<file path="config.mk">
export PLATFORM = sky130hd
export DESIGN_NAME = metadata_piece_tracker
export DESIGN_NICKNAME = d
export VERILOG_FILES = /design/src/rtl/mpt_pkg.sv /design/src/rtl/metadata_piece_tracker.sv /design/src/rtl/mpt_ram.sv
export VERILOG_INCLUDE_DIRS = /design/src /design/src/rtl
export SDC_FILE = /design/constraint.sdc
export NUM_CORES = 2
export LEC_CHECK = 0
export BUFFER_PORTS_ARGS = -buffer_cell sky130_fd_sc_hd__buf_2
export CELL_PAD_IN_SITES_DETAIL_PLACEMENT = 1
export CELL_PAD_IN_SITES_GLOBAL_PLACEMENT = 1
export CORE_UTILIZATION = 40
export DETAILED_ROUTE_END_ITERATION = 12
export GPL_ROUTABILITY_DRIVEN = 0
export PLACE_DENSITY_LB_ADDON = 0.2
export SLEW_MARGIN = 30
export SYNTH_ARGS = -nofsm -noshare
export SYNTH_HDL_FRONTEND = slang
export SYNTH_SLANG_ARGS = --single-unit
export TNS_END_PERCENT = 50
</file>
<file path="constraint.sdc">
create_clock -name clk -period 14.7 [get_ports clk]
set_clock_uncertainty 0.2 [all_clocks]
set_input_delay 0.735 -clock clk [delete_from_list [all_inputs] [get_ports clk]]
set_output_delay 0.735 -clock clk [all_outputs]
set_load 0.1 [all_outputs]
</file>
<file path="src/rtl/metadata_piece_tracker_macros.svh">
// ----------------------------------------------------------------------------
// Metadata piece tracker assertion macros
// Shared assertion forms for the tracker RTL.
// ----------------------------------------------------------------------------
`ifndef METADATA_PIECE_TRACKER_MACROS_SVH
`define METADATA_PIECE_TRACKER_MACROS_SVH

// same-cycle implication
`define MPT_ASSERT_NOW(label, ante, cons, msg) \
    label: assert property (@(posedge clk) disable iff (!rst_n) (ante) |-> (cons)) \
        else $error(msg);

// next-cycle implication
`define MPT_ASSERT_NEXT(label, ante, cons, msg) \
    label: assert property (@(posedge clk) disable iff (!rst_n) (ante) |=> (cons)) \
        else $error(msg);

`endif

</file>
<file path="src/rtl/mpt_pkg.sv">
// ----------------------------------------------------------------------------
// Metadata piece tracker package
// Constants, codes and piece length helper.
// ----------------------------------------------------------------------------
package mpt_pkg;

    localparam int MAX_PIECES_DEF = 64;
    localparam int PIECE_SHIFT    = 14;
    localparam int PIECE_SIZE     = 1 << PIECE_SHIFT;
    localparam int SIZE_W         = 24;
    localparam int NUM_W          = 16;
    localparam int TIME_W         = 32;
    localparam int CNT_W          = SIZE_W - PIECE_SHIFT + 1;
    localparam int LEN_W          = 17;

    localparam logic [1:0] KIND_SIZE    = 2'd0;
    localparam logic [1:0] KIND_PIECE   = 2'd1;
    localparam logic [1:0] KIND_REQUEST = 2'd2;

    typedef enum logic [3:0] {
        ST_ACCEPTED     = 4'd0,
        ST_REQ_GIVEN    = 4'd1,
        ST_NONE_NEEDED  = 4'd2,
        ST_STARTED      = 4'd3,
        ST_RESTARTED    = 4'd4,
        ST_RETUNED      = 4'd5,
        ST_UNCHANGED    = 4'd6,
        ST_INCOMPATIBLE = 4'd7,
        ST_INVALID_SIZE = 4'd8,
        ST_NOT_STARTED  = 4'd9,
        ST_OUT_OF_RANGE = 4'd10,
        ST_BAD_LENGTH   = 4'd11,
        ST_DUPLICATE    = 4'd12
    } status_t;

    function automatic logic [CNT_W-1:0] count_for_size(input logic [SIZE_W-1:0] size);
        logic [SIZE_W:0] sum;
        sum = {1'b0, size} + (SIZE_W+1)'(PIECE_SIZE - 1);
        return CNT_W'(sum >> PIECE_SHIFT);
    endfunction

    function automatic logic [LEN_W-1:0] bytes_at_piece(input logic [SIZE_W-1:0] size,
                                                        input logic [NUM_W-1:0] idx);
        logic [CNT_W:0]         last;
        logic [PIECE_SHIFT-1:0] rem;
        last = (CNT_W+1)'(count_for_size(size)) - (CNT_W+1)'(1);
        rem  = size[PIECE_SHIFT-1:0];
        if ((NUM_W+1)'(idx) == (NUM_W+1)'(last) && rem != '0)
            return LEN_W'(rem);
        return LEN_W'(PIECE_SIZE);
    endfunction

endpackage

</file>
<file path="src/rtl/metadata_piece_tracker.sv">
// ----------------------------------------------------------------------------
// Metadata piece tracker
// Tracks needed metadata pieces and picks the next piece to request.
// ----------------------------------------------------------------------------
// One item at a time. Size items that need no retune check, piece items,
// requests while idle and unused kinds go straight to the result step. A
// retune check walks every piece entry through one compare unit. A
// next-piece request while tracking walks the time stamp RAM one entry per
// cycle through one compare unit. A result that is not taken holds the block
// in its last step.
`include "metadata_piece_tracker_macros.svh"

module metadata_piece_tracker #(
    parameter int MAX_PIECES = mpt_pkg::MAX_PIECES_DEF
) (
    input  logic        clk,
    input  logic        rst_n,
    input  logic        s_axis_tvalid,
    output logic        s_axis_tready,
    // size_bytes[23:0], piece_number[39:24], piece_bytes[55:40], now_time[87:56]
    input  logic [87:0] s_axis_tdata,
    // kind[1:0]
    input  logic [1:0]  s_axis_tuser,
    output logic        m_axis_tvalid,
    input  logic        m_axis_tready,
    // request_piece[5:0], pieces_done[12:6], pieces_total[19:13], zero[23:20]
    output logic [23:0] m_axis_tdata,
    // status[3:0]
    output logic [3:0]  m_axis_tuser,
    // all_complete
    output logic        m_axis_tlast
);

    import mpt_pkg::*;

    localparam int IW   = (MAX_PIECES > 1) ? $clog2(MAX_PIECES) : 1;
    localparam int CW   = $clog2(MAX_PIECES + 1);
    localparam int CMPW = 17;
    localparam logic [SIZE_W:0] SIZE_LIMIT = (SIZE_W+1)'(MAX_PIECES * PIECE_SIZE);

    typedef enum logic [1:0] { S_IDLE, S_FIT, S_SCAN, S_FIN } state_t;

    state_t                 state_reg, state_next;
    logic                   active_reg, active_next;
    logic [SIZE_W-1:0]      cur_size_reg, cur_size_next;
    logic [CW-1:0]          total_reg, total_next;
    logic [CW-1:0]          done_reg, done_next;
    logic [MAX_PIECES-1:0]  need_reg, need_next;
    logic [MAX_PIECES-1:0]  stamp_vld_reg, stamp_vld_next;
    logic [SIZE_W-1:0]      new_size_reg, new_size_next;
    logic [TIME_W-1:0]      now_reg, now_next;
    logic [CW-1:0]          idx_reg, idx_next;
    logic                   cmp_vld_reg, cmp_vld_next;
    logic [IW-1:0]          cmp_idx_reg, cmp_idx_next;
    logic                   found_reg, found_next;
    logic [IW-1:0]          best_reg, best_next;
    logic [TIME_W-1:0]      best_val_reg, best_val_next;
    logic                   fail_reg, fail_next;
    status_t                res_status_reg, res_status_next;
    logic [IW-1:0]          res_req_reg, res_req_next;
    logic                   res_cmpl_reg, res_cmpl_next;
    logic                   m_valid_reg, m_valid_next;
    logic [23:0]            m_data_reg, m_data_next;
    logic [3:0]             m_user_reg, m_user_next;
    logic                   m_last_reg, m_last_next;

    logic                   ram_we;
    logic [TIME_W-1:0]      ram_rdata;
    logic [IW-1:0]          walk_idx;
    logic [SIZE_W-1:0]      in_size;
    logic [NUM_W-1:0]       in_num;
    logic [NUM_W-1:0]       in_len;
    logic [CNT_W-1:0]       in_count;
    logic [CNT_W-1:0]       new_count;
    logic                   fail_now;
    logic [TIME_W-1:0]      cand_val;

    assign walk_idx  = idx_reg[IW-1:0];
    assign in_size   = s_axis_tdata[23:0];
    assign in_num    = s_axis_tdata[39:24];
    assign in_len    = s_axis_tdata[55:40];
    assign in_count  = count_for_size(in_size);
    assign new_count = count_for_size(new_size_reg);
    assign cand_val  = stamp_vld_reg[cmp_idx_reg] ? ram_rdata : '0;

    always_comb
    begin
        fail_now = 1'b0;
        if (CMPW'(idx_reg) < CMPW'(total_reg) && !need_reg[walk_idx])
        begin
            if (CMPW'(idx_reg) >= CMPW'(new_count) ||
                bytes_at_piece(cur_size_reg, NUM_W'(idx_reg)) !=
                bytes_at_piece(new_size_reg, NUM_W'(idx_reg)))
            begin
                fail_now = 1'b1;
            end
        end
    end

    mpt_ram #(
        .WIDTH (TIME_W),
        .DEPTH (MAX_PIECES)
    ) u_stamp_ram (
        .clk   (clk),
        .we    (ram_we),
        .waddr (best_reg),
        .wdata (now_reg),
        .raddr (walk_idx),
        .rdata (ram_rdata)
    );

    always_comb
    begin
        state_next      = state_reg;
        active_next     = active_reg;
        cur_size_next   = cur_size_reg;
        total_next      = total_reg;
        done_next       = done_reg;
        need_next       = need_reg;
        stamp_vld_next  = stamp_vld_reg;
        new_size_next   = new_size_reg;
        now_next        = now_reg;
        idx_next        = idx_reg;
        cmp_vld_next    = cmp_vld_reg;
        cmp_idx_next    = cmp_idx_reg;
        found_next      = found_reg;
        best_next       = best_reg;
        best_val_next   = best_val_reg;
        fail_next       = fail_reg;
        res_status_next = res_status_reg;
        res_req_next    = res_req_reg;
        res_cmpl_next   = res_cmpl_reg;
        m_valid_next    = m_valid_reg;
        m_data_next     = m_data_reg;
        m_user_next     = m_user_reg;
        m_last_next     = m_last_reg;
        ram_we          = 1'b0;

        if (m_valid_reg && m_axis_tready)
        begin
            m_valid_next = 1'b0;
        end

        unique case (state_reg)
            S_IDLE:
            begin
                if (s_axis_tvalid)
                begin
                    state_next    = S_FIN;
                    res_req_next  = '0;
                    res_cmpl_next = 1'b0;
                    unique case (s_axis_tuser)
                        KIND_SIZE:
                        begin
                            if (in_size == '0 || {1'b0, in_size} > SIZE_LIMIT)
                            begin
                                res_status_next = ST_INVALID_SIZE;
                            end
                            else if (active_reg && in_size == cur_size_reg)
                            begin
                                res_status_next = ST_UNCHANGED;
                            end
                            else if (active_reg && done_reg != '0)
                            begin
                                new_size_next = in_size;
                                idx_next      = '0;
                                fail_next     = 1'b0;
                                state_next    = S_FIT;
                            end
                            else
                            begin
                                res_status_next = active_reg ? ST_RESTARTED : ST_STARTED;
                                active_next     = 1'b1;
                                cur_size_next   = in_size;
                                total_next      = CW'(in_count);
                                done_next       = '0;
                                stamp_vld_next  = '0;
                                for (int i = 0; i < MAX_PIECES; i++)
                                begin
                                    need_next[i] = (CMPW'(i) < CMPW'(in_count));
                                end
                            end
                        end
                        KIND_PIECE:
                        begin
                            if (!active_reg)
                            begin
                                res_status_next = ST_NOT_STARTED;
                            end
                            else if (CMPW'(in_num) >= CMPW'(total_reg))
                            begin
                                res_status_next = ST_OUT_OF_RANGE;
                            end
                            else if (LEN_W'(in_len) != bytes_at_piece(cur_size_reg, in_num))
                            begin
                                res_status_next = ST_BAD_LENGTH;
                            end
                            else if (!need_reg[in_num[IW-1:0]])
                            begin
                                res_status_next = ST_DUPLICATE;
                            end
                            else
                            begin
                                res_status_next             = ST_ACCEPTED;
                                need_next[in_num[IW-1:0]]   = 1'b0;
                                done_next                   = done_reg + CW'(1);
                                res_cmpl_next = (done_reg + CW'(1) == total_reg);
                            end
                        end
                        KIND_REQUEST:
                        begin
                            res_status_next = ST_NONE_NEEDED;
                            if (active_reg)
                            begin
                                now_next     = s_axis_tdata[87:56];
                                idx_next     = '0;
                                cmp_vld_next = 1'b0;
                                found_next   = 1'b0;
                                state_next   = S_SCAN;
                            end
                        end
                        default:
                        begin
                            res_status_next = ST_OUT_OF_RANGE;
                        end
                    endcase
                end
            end
            S_FIT:
            begin
                if (CMPW'(idx_reg) == CMPW'(MAX_PIECES))
                begin
                    state_next = S_FIN;
                    if (fail_reg)
                    begin
                        res_status_next = ST_INCOMPATIBLE;
                    end
                    else
                    begin
                        res_status_next = ST_RETUNED;
                        cur_size_next   = new_size_reg;
                        total_next      = CW'(new_count);
                        stamp_vld_next  = '0;
                        for (int i = 0; i < MAX_PIECES; i++)
                        begin
                            need_next[i] = (CMPW'(i) < CMPW'(new_count)) &&
                                !((CMPW'(i) < CMPW'(total_reg)) && !need_reg[i]);
                        end
                    end
                end
                else
                begin
                    fail_next = fail_reg | fail_now;
                    idx_next  = idx_reg + CW'(1);
                end
            end
            S_SCAN:
            begin
                if (cmp_vld_reg && CMPW'(cmp_idx_reg) < CMPW'(total_reg) &&
                    need_reg[cmp_idx_reg] && (!found_reg || cand_val < best_val_reg))
                begin
                    found_next    = 1'b1;
                    best_next     = cmp_idx_reg;
                    best_val_next = cand_val;
                end
                if (CMPW'(idx_reg) < CMPW'(MAX_PIECES))
                begin
                    cmp_vld_next = 1'b1;
                    cmp_idx_next = walk_idx;
                    idx_next     = idx_reg + CW'(1);
                end
                else
                begin
                    cmp_vld_next = 1'b0;
                    if (!cmp_vld_reg)
                    begin
                        state_next = S_FIN;
                        if (found_reg)
                        begin
                            ram_we                   = 1'b1;
                            stamp_vld_next[best_reg] = 1'b1;
                            res_status_next          = ST_REQ_GIVEN;
                            res_req_next             = best_reg;
                        end
                    end
                end
            end
            S_FIN:
            begin
                if (!m_valid_reg || m_axis_tready)
                begin
                    m_valid_next = 1'b1;
                    m_user_next  = res_status_reg;
                    m_last_next  = res_cmpl_reg;
                    m_data_next  = {4'd0, 7'(total_reg), 7'(done_reg), 6'(res_req_reg)};
                    state_next   = S_IDLE;
                    if (res_cmpl_reg)
                    begin
                        active_next    = 1'b0;
                        cur_size_next  = '0;
                        total_next     = '0;
                        done_next      = '0;
                        need_next      = '0;
                        stamp_vld_next = '0;
                    end
                end
            end
            default:
            begin
                state_next = S_IDLE;
            end
        endcase
    end

    always_ff @(posedge clk or negedge rst_n)
    begin
        if (!rst_n)
        begin
            state_reg     <= S_IDLE;
            active_reg    <= 1'b0;
            cur_size_reg  <= '0;
            total_reg     <= '0;
            done_reg      <= '0;
            need_reg      <= '0;
            stamp_vld_reg <= '0;
            idx_reg       <= '0;
            cmp_vld_reg   <= 1'b0;
            found_reg     <= 1'b0;
            fail_reg      <= 1'b0;
            res_cmpl_reg  <= 1'b0;
            m_valid_reg   <= 1'b0;
            m_last_reg    <= 1'b0;
        end
        else
        begin
            state_reg     <= state_next;
            active_reg    <= active_next;
            cur_size_reg  <= cur_size_next;
            total_reg     <= total_next;
            done_reg      <= done_next;
            need_reg      <= need_next;
            stamp_vld_reg <= stamp_vld_next;
            idx_reg       <= idx_next;
            cmp_vld_reg   <= cmp_vld_next;
            found_reg     <= found_next;
            fail_reg      <= fail_next;
            res_cmpl_reg  <= res_cmpl_next;
            m_valid_reg   <= m_valid_next;
            m_last_reg    <= m_last_next;
        end
    end

    always_ff @(posedge clk)
    begin
        new_size_reg   <= new_size_next;
        now_reg        <= now_next;
        cmp_idx_reg    <= cmp_idx_next;
        best_reg       <= best_next;
        best_val_reg   <= best_val_next;
        res_status_reg <= res_status_next;
        res_req_reg    <= res_req_next;
        m_data_reg     <= m_data_next;
        m_user_reg     <= m_user_next;
    end

    assign s_axis_tready = (state_reg == S_IDLE);
    assign m_axis_tvalid = m_valid_reg;
    assign m_axis_tdata  = m_data_reg;
    assign m_axis_tuser  = m_user_reg;
    assign m_axis_tlast  = m_last_reg;

    `MPT_ASSERT_NOW(a_done_le_total, 1'b1, done_reg <= total_reg, "done count exceeds total")
    `MPT_ASSERT_NOW(a_req_in_range, m_axis_tvalid && m_axis_tuser == ST_REQ_GIVEN,
        m_axis_tdata[5:0] < m_axis_tdata[19:13], "requested piece beyond total")
    `MPT_ASSERT_NOW(a_cmpl_counts, m_axis_tvalid && m_axis_tlast,
        m_axis_tuser == ST_ACCEPTED && m_axis_tdata[12:6] == m_axis_tdata[19:13],
        "completion with mismatched counts")
    `MPT_ASSERT_NOW(a_cmpl_idle, $rose(m_axis_tvalid) && m_axis_tlast, !active_reg,
        "tracker still active after completion")
    `MPT_ASSERT_NEXT(a_accept_busy, s_axis_tvalid && s_axis_tready, !s_axis_tready,
        "second request taken before result")

endmodule

</file>
<file path="src/rtl/mpt_ram.sv">
// ----------------------------------------------------------------------------
// Metadata piece tracker RAM
// Generic simple dual-port RAM with registered read.
// ----------------------------------------------------------------------------
module mpt_ram #(
    parameter int WIDTH = 32,
    parameter int DEPTH = 64,
    parameter int AW    = (DEPTH > 1) ? $clog2(DEPTH) : 1
) (
    input  logic             clk,
    input  logic             we,
    input  logic [AW-1:0]    waddr,
    input  logic [WIDTH-1:0] wdata,
    input  logic [AW-1:0]    raddr,
    output logic [WIDTH-1:0] rdata
);

    logic [WIDTH-1:0] mem [DEPTH];

    always_ff @(posedge clk)
    begin
        if (we)
        begin
            mem[waddr] <= wdata;
        end
        rdata <= mem[raddr];
    end

endmodule
</file>
After elaboration in Yosys (flattened, before gate mapping)
Memories as Yosys holds them, arrays and structs flattened. A register that Yosys moved wholly into a read port is not among the register bits.
Cells that the tools add are included.
- bits in writable memories: 2048
- memories: 1
- flip-flop bits (word level): 316
- word-level logic and storage cells: 759
- memories (name ; depth ; bits a word ; read ports ; clocked after Yosys merged registers in ; write ports ; RTL line ; source):
    u_stamp_ram.mem ; 64 ; 32 ; 1 ; 1 ; 1 ; mpt_ram.sv:18 ; logic [WIDTH-1:0] mem [DEPTH];
- multiplexer cells: 170
- order comparisons: 205
- bitwise logic cells: 6
- equal/unequal tests: 43
- add/subtract/negate cells: 7
- reduce and logical (&&, ||, !) cells: 304
- operators by type and width (operator ; number):
    two-way mux 64 bit ; 22
    less-than comparator 6 x 11 -> 1 bit (first input constant) ; 64
    less-than comparator 5 x 11 -> 1 bit (first input constant) ; 32
    one-hot mux 64 bit (4 select lines) ; 1
    less-than comparator 6 x 7 -> 1 bit (first input constant) ; 32
    two-way mux 17 bit ; 13
    two-way mux 24 bit ; 9
    one-hot mux 64 bit (3 select lines) ; 1
    less-than comparator 4 x 11 -> 1 bit (first input constant) ; 16
    two-way mux 7 bit ; 24
    logical AND 1 bit ; 140
    logical NOT 1 bit ; 131
    one-hot mux 64 bit (2 select lines) ; 1
    less-than comparator 5 x 7 -> 1 bit (first input constant) ; 16
    less-than comparator 3 x 11 -> 1 bit (first input constant) ; 8
    adder 24 x 14 -> 25 bit (second input constant) ; 3
    one-hot mux 24 bit (3 select lines) ; 1
    AND 64 bit ; 1
    NOT 64 bit ; 1
    bitwise OR 64 bit ; 1
    less-than comparator 4 x 7 -> 1 bit (first input constant) ; 8
    two-way mux 1 bit ; 51
    two-way mux 4 bit ; 12
    less-than comparator 1 x 11 -> 1 bit (first input constant) ; 4
    61 further kinds ; 143

Depth between registers and ports, before layout
- depth after elaboration: 23
- depth in mapped cells: 18
- mapped depth without buffers: 16

Cells and area by module
From an unflattened synthesis, not the netlist that was laid out.
- cells, all modules: 5636
- area total of the unflattened synthesis: 99842.0 µm²
- modules (own cells, without submodules) (module ; sequential area each (µm²) ; area an instance (µm²) ; times used ; cells each):
    mpt_ram ; 62139.6 ; 78449.0 ; 1 ; 3440
    metadata_piece_tracker ; 8578.2 ; 21393.0 ; 1 ; 2196

Worst setup path after synthesis
Ideal clock, no wire load.
- kind: flip-flop to flip-flop
- start: register cmp_idx_reg[0]
- end: register best_reg[0], enable pin
- arrival time: 5235 ps
- cell stages (with the launch flop): 19
- period minus slack after synthesis: 5828 ps
- slack: 8872 ps
- required time: 14107 ps
- path buffers: 3
- cells stage by stage: edfxtp_1 > clkbuf_1 > buf_1 > mux4_2 > mux4_2 > a211oi_1 > a21oi_1 > clkbuf_1 > and2_1 > ha_1 > a21o_1 > a21o_1 > a21oi_1 > o21ai_0 > nand3_1 > nand2_1 > a221o_1 > a211oi_1 > o211a_1
- cells in the longest elaborated chain, start to end: 7
- elaborated cells between the ends (all ways): 12
- ends and longest elaborated chain (item ; RTL line ; source):
    start, declared ; metadata_piece_tracker.sv:54 ; logic [IW-1:0] cmp_idx_reg, cmp_idx_next;
    start signal, assigned ; metadata_piece_tracker.sv:357 ; cmp_idx_reg <= cmp_idx_next;
    binary-select mux 1 bit (select 6 bit) ; metadata_piece_tracker.sv:84 ; assign cand_val = stamp_vld_reg[cmp_idx_reg] ? ram_rdata : '0;
    two-way mux 1 bit (implied by the code) ; metadata_piece_tracker.sv:84 ;
    two-way mux 32 bit ; metadata_piece_tracker.sv:84 ;
    net cand_val[17] ; metadata_piece_tracker.sv:76 ; logic [TIME_W-1:0] cand_val;
    less-than comparator 32 bit ; metadata_piece_tracker.sv:260 ; need_reg[cmp_idx_reg] && (!found_reg || cand_val < best_val_reg))
    logical OR 1 bit ; metadata_piece_tracker.sv:260 ;
    logical AND 1 bit ; metadata_piece_tracker.sv:260 ;
    AND reduction 2 bit (no source line) ; - ;
    end signal, assigned ; metadata_piece_tracker.sv:358 ; best_reg <= best_next;
    end, declared ; metadata_piece_tracker.sv:56 ; logic [IW-1:0] best_reg, best_next;
The timed path passes the listed nets, and every way through them passes these cells. The select of a mux whose other input is x is not followed.
A chain may end at the register's enable or synchronous reset.

Worst setup path after layout
- start: register cmp_idx_reg[1]
- end: register best_val_reg[14], enable pin
- cells in the longest elaborated chain, start to end: 7
- elaborated cells between the ends (all ways): 12
- ends and longest elaborated chain (item ; RTL line ; source):
    binary-select mux 1 bit (select 6 bit) ; metadata_piece_tracker.sv:84 ;
    two-way mux 1 bit (implied by the code) ; metadata_piece_tracker.sv:84 ;
    two-way mux 32 bit ; metadata_piece_tracker.sv:84 ;
    net cand_val[9] ; metadata_piece_tracker.sv:76 ;
    less-than comparator 32 bit ; metadata_piece_tracker.sv:260 ;
    logical OR 1 bit ; metadata_piece_tracker.sv:260 ;
    logical AND 1 bit ; metadata_piece_tracker.sv:260 ;
    AND reduction 2 bit (no source line) ; - ;
    end signal, assigned ; metadata_piece_tracker.sv:359 ; best_val_reg <= best_val_next;
    end, declared ; metadata_piece_tracker.sv:57 ; logic [TIME_W-1:0] best_val_reg, best_val_next;
The timed path passes the listed nets, and every way through them passes these cells. The select of a mux whose other input is x is not followed.

==> out/metrics.yaml <==
status: "finished clean"
yosys_warnings: 0
cts-htree-levels: 5
areaGrowthSynthToFinish_pct: 14.71
cp_max_fo: 33
rows: 182
required_ns: 15.08
dpl.hpwl_mm: 174.2
p_leak_nw: 36.25
insertion_delay_ns: 0.92
path_class: "reg -> reg"
die_x_um: 499.9
synth-main-ff-cell: "edfxtp_1"
yosys.cell_types.count: 85
cts_root_buf: "clkbuf_16"
cts_resized: 0
first_global_vias: 56177
cts_tree: "done"
max_freq_mhz: 157.0
max-cap-violations: 0
wl_mm: 306.3
met3WireLength_mm: 18.73
wl_met1_mm: 127.0
cts_made_buffers: 277
arrival_ns: 6.75
synth_area_um2: 99150
layout_common_cells: "2182 x edfxtp_1, 729 x mux4_2, 285 x clkbuf_16, 200 x nand2_1, 186 x nor2_1"
final_nets: 5671
drive_gt1_share_pct: 26.95
grt_pass1_wl_mm: 433.5
cts_sinks: 2396
ant_nets: 0
tns_ns: 0
wl_met2_mm: 150.8
io_pins: 125
postCtsHoldBufs: 54
first_iter_violations: 6084
post-place-ws_ns: 8.367
grt_start_max_net_pins: 119
avgSynthCellArea_um2: 19.11
async_flop_share_pct: 7.596
crit_path_start_kind: "register"
core_area_um2: 246200
yosys_register_bits: 2396
powerDensity_nw_per_um2: 177.8
vias_per_cell: 6.019
end_kind: "register"
synth_edf_count: 2182
initial_utilization_pct: 40.28
fin_crit_sh_pct: 43.32
max-vdd-ir-drop_uv: 141.9
vias: 54360
largest_register_ff_count: 2048
setup-violations-final: 0
numPortBuffers: 120
layout_setup_ws_ns: 8.332
slew_viol_final: 0
finalHoldViolCount: 0
rsz0062_at_grt: "no"
clk_pin_slew_ns: 0.06
overflow: 0
synthCells: 5188
tightest_slew_ns: 1.039
firstDrtPassIters: 7
die_h_um: 499.9
post-route-min-period_ns: 6.368
cts_buffer_depth: 4
die_area_um2: 249900
ys_seq_area_share_pct: 71.32
final_common_cell: "edfxtp_1"
maxSlewHeadroom_pct: 30.49
top_layer: "met5"
grt_usage_pct: 24.52
grt_antenna_before_repair: 17
detail_route.wl_per_cell_um: 33.91
hold_class: "in -> reg"
drc: 0
cts_setup_buffers: 0
-- per-layer routing --
metal  vias up  global-route usage (%)
met1     29644                   33.46
met5         -                       0
li1      22057                       -
met3       578                   3.687
met4         8                   7.692
met2      2073                   40.50
-- final timing paths --
| check | start | end | slack [ns] | cells after the start |
|---|---|---|---|---|
| setup / recovery | cmp_idx_reg[1]$_DFFE_PP_ | best_val_reg[14]$_DFFE_PP_ | 8.33 | 19 |
| min in group asynchronous | rst_n | done_reg[6]$_DFFE_PN0P_ | 0.13 | 2 |
| setup reg to reg | cmp_idx_reg[1]$_DFFE_PP_ | best_val_reg[14]$_DFFE_PP_ | 8.33 | 19 |
| max in group asynchronous | rst_n | stamp_vld_reg[57]$_DFFE_PN0P_ | 13.00 | 3 |
| hold reg to reg | res_req_reg[2]$_SDFFCE_PN0P_ | m_axis_tdata[2]$_DFFE_PP_ | 0.22 | 0 |
| hold / removal | s_axis_tdata[16] | new_size_reg[16]$_DFFE_PP_ | 0.07 | 1 |
-- synthesized netlist by cell type (all sizes together), types with 8 or more instances --
cell type | number | area (um2)
o31ai | 10 | 75.07
o21ai | 117 | 585.6
inv | 73 | 274.0
a31oi | 45 | 281.5
a211oi | 21 | 157.7
and2 | 48 | 300.3
mux2 | 60 | 675.7
or4 | 14 | 112.6
ha | 67 | 838.3
xnor2 | 58 | 508.0
nand4 | 26 | 162.7
and4 | 9 | 78.83
o32ai | 10 | 87.58
edfxtp | 2182 | 65520
mux4 | 729 | 16420
xor2 | 48 | 420.4
mux2i | 17 | 170.2
o22ai | 69 | 431.7
clkbuf | 234 | 878.3
a21o | 31 | 232.7
buf | 84 | 367.8
nand3b | 8 | 60.06
nand2 | 204 | 765.7
a21oi | 161 | 805.8
nor3b | 9 | 67.56
a2bb2oi | 11 | 96.34
nor4 | 27 | 168.9
nor2 | 256 | 968.4
nand2b | 28 | 175.2
nand3 | 34 | 170.2
nor2b | 21 | 131.4
dfxtp | 32 | 640.6
and3 | 14 | 87.58
nor3 | 38 | 190.2
or2 | 16 | 100.1
a22oi | 30 | 225.2
dfrtp | 182 | 4554
or3 | 17 | 106.4
o211ai | 42 | 315.3
-- power breakdown --
part	internal [W]	total, W	switching, W
clock	0.00381	0.00652	0.00271
sequential	0.00770	0.00815	0.000449
combinational	0.00231	0.00555	0.00324
-- worst max-delay path, stage by stage (launching register included) --
cell	delay, ns
edfxtp_1	0.60
buf_4	0.47
mux4_2	0.39
mux4_2	0.46
nor2b_1	0.14
a211oi_1	0.28
a21oi_2	0.05
buf_4	0.26
and2_1	0.24
ha_1	0.30
a21o_1	0.20
a21o_1	0.18
a21oi_1	0.13
o21ai_0	0.11
a31oi_1	0.24
a211oi_1	0.12
a21boi_0	0.15
a211oi_1	0.23
o211a_1	0.78
buf_4	0.46
-- area by class of cell --
class	instances	area [um2]
antenna	14	35.03
clock buffer	361	7537
clock inverter	114	883.3
fill	22788	132400
inverter	76	285.3
multi-input combinational	2401	27480
sequential	2396	70740
tap	3312	4144
timing repair buffer	358	2640
-- metrics by stage --
step	area (um2)	utilization, %	total power, W	hold slack, ns	instances
floorplan	99160	-	0.01180	0.2003	5191
global placement	104600	42.50	0.01380	0.2104	8486
detailed placement	104700	42.52	0.01384	0.2063	8486
CTS	113600	46.16	0.02036	0.001256	9015
global route	113700	46.19	0.02088	0.02497	9020
finish	113700	46.20	0.02022	0.07049	9032
-- cell families (layout without fill, tap and decap cells) --
kind of cell    Yosys count  in the layout  share of synthesized area [%]
flops                  2396           2396                          71.32
mux                     806            806                          17.41
simple gates            779            779                          3.768
compound gates          639            639                          4.164
buf+inv                 394            909                          1.545
xor+xnor                106            106                         0.9364
fa+ha+maj                67             67                         0.8455
other cells               1             18                       0.003782
No activity file was read; power rests on OpenSTA's default activity.
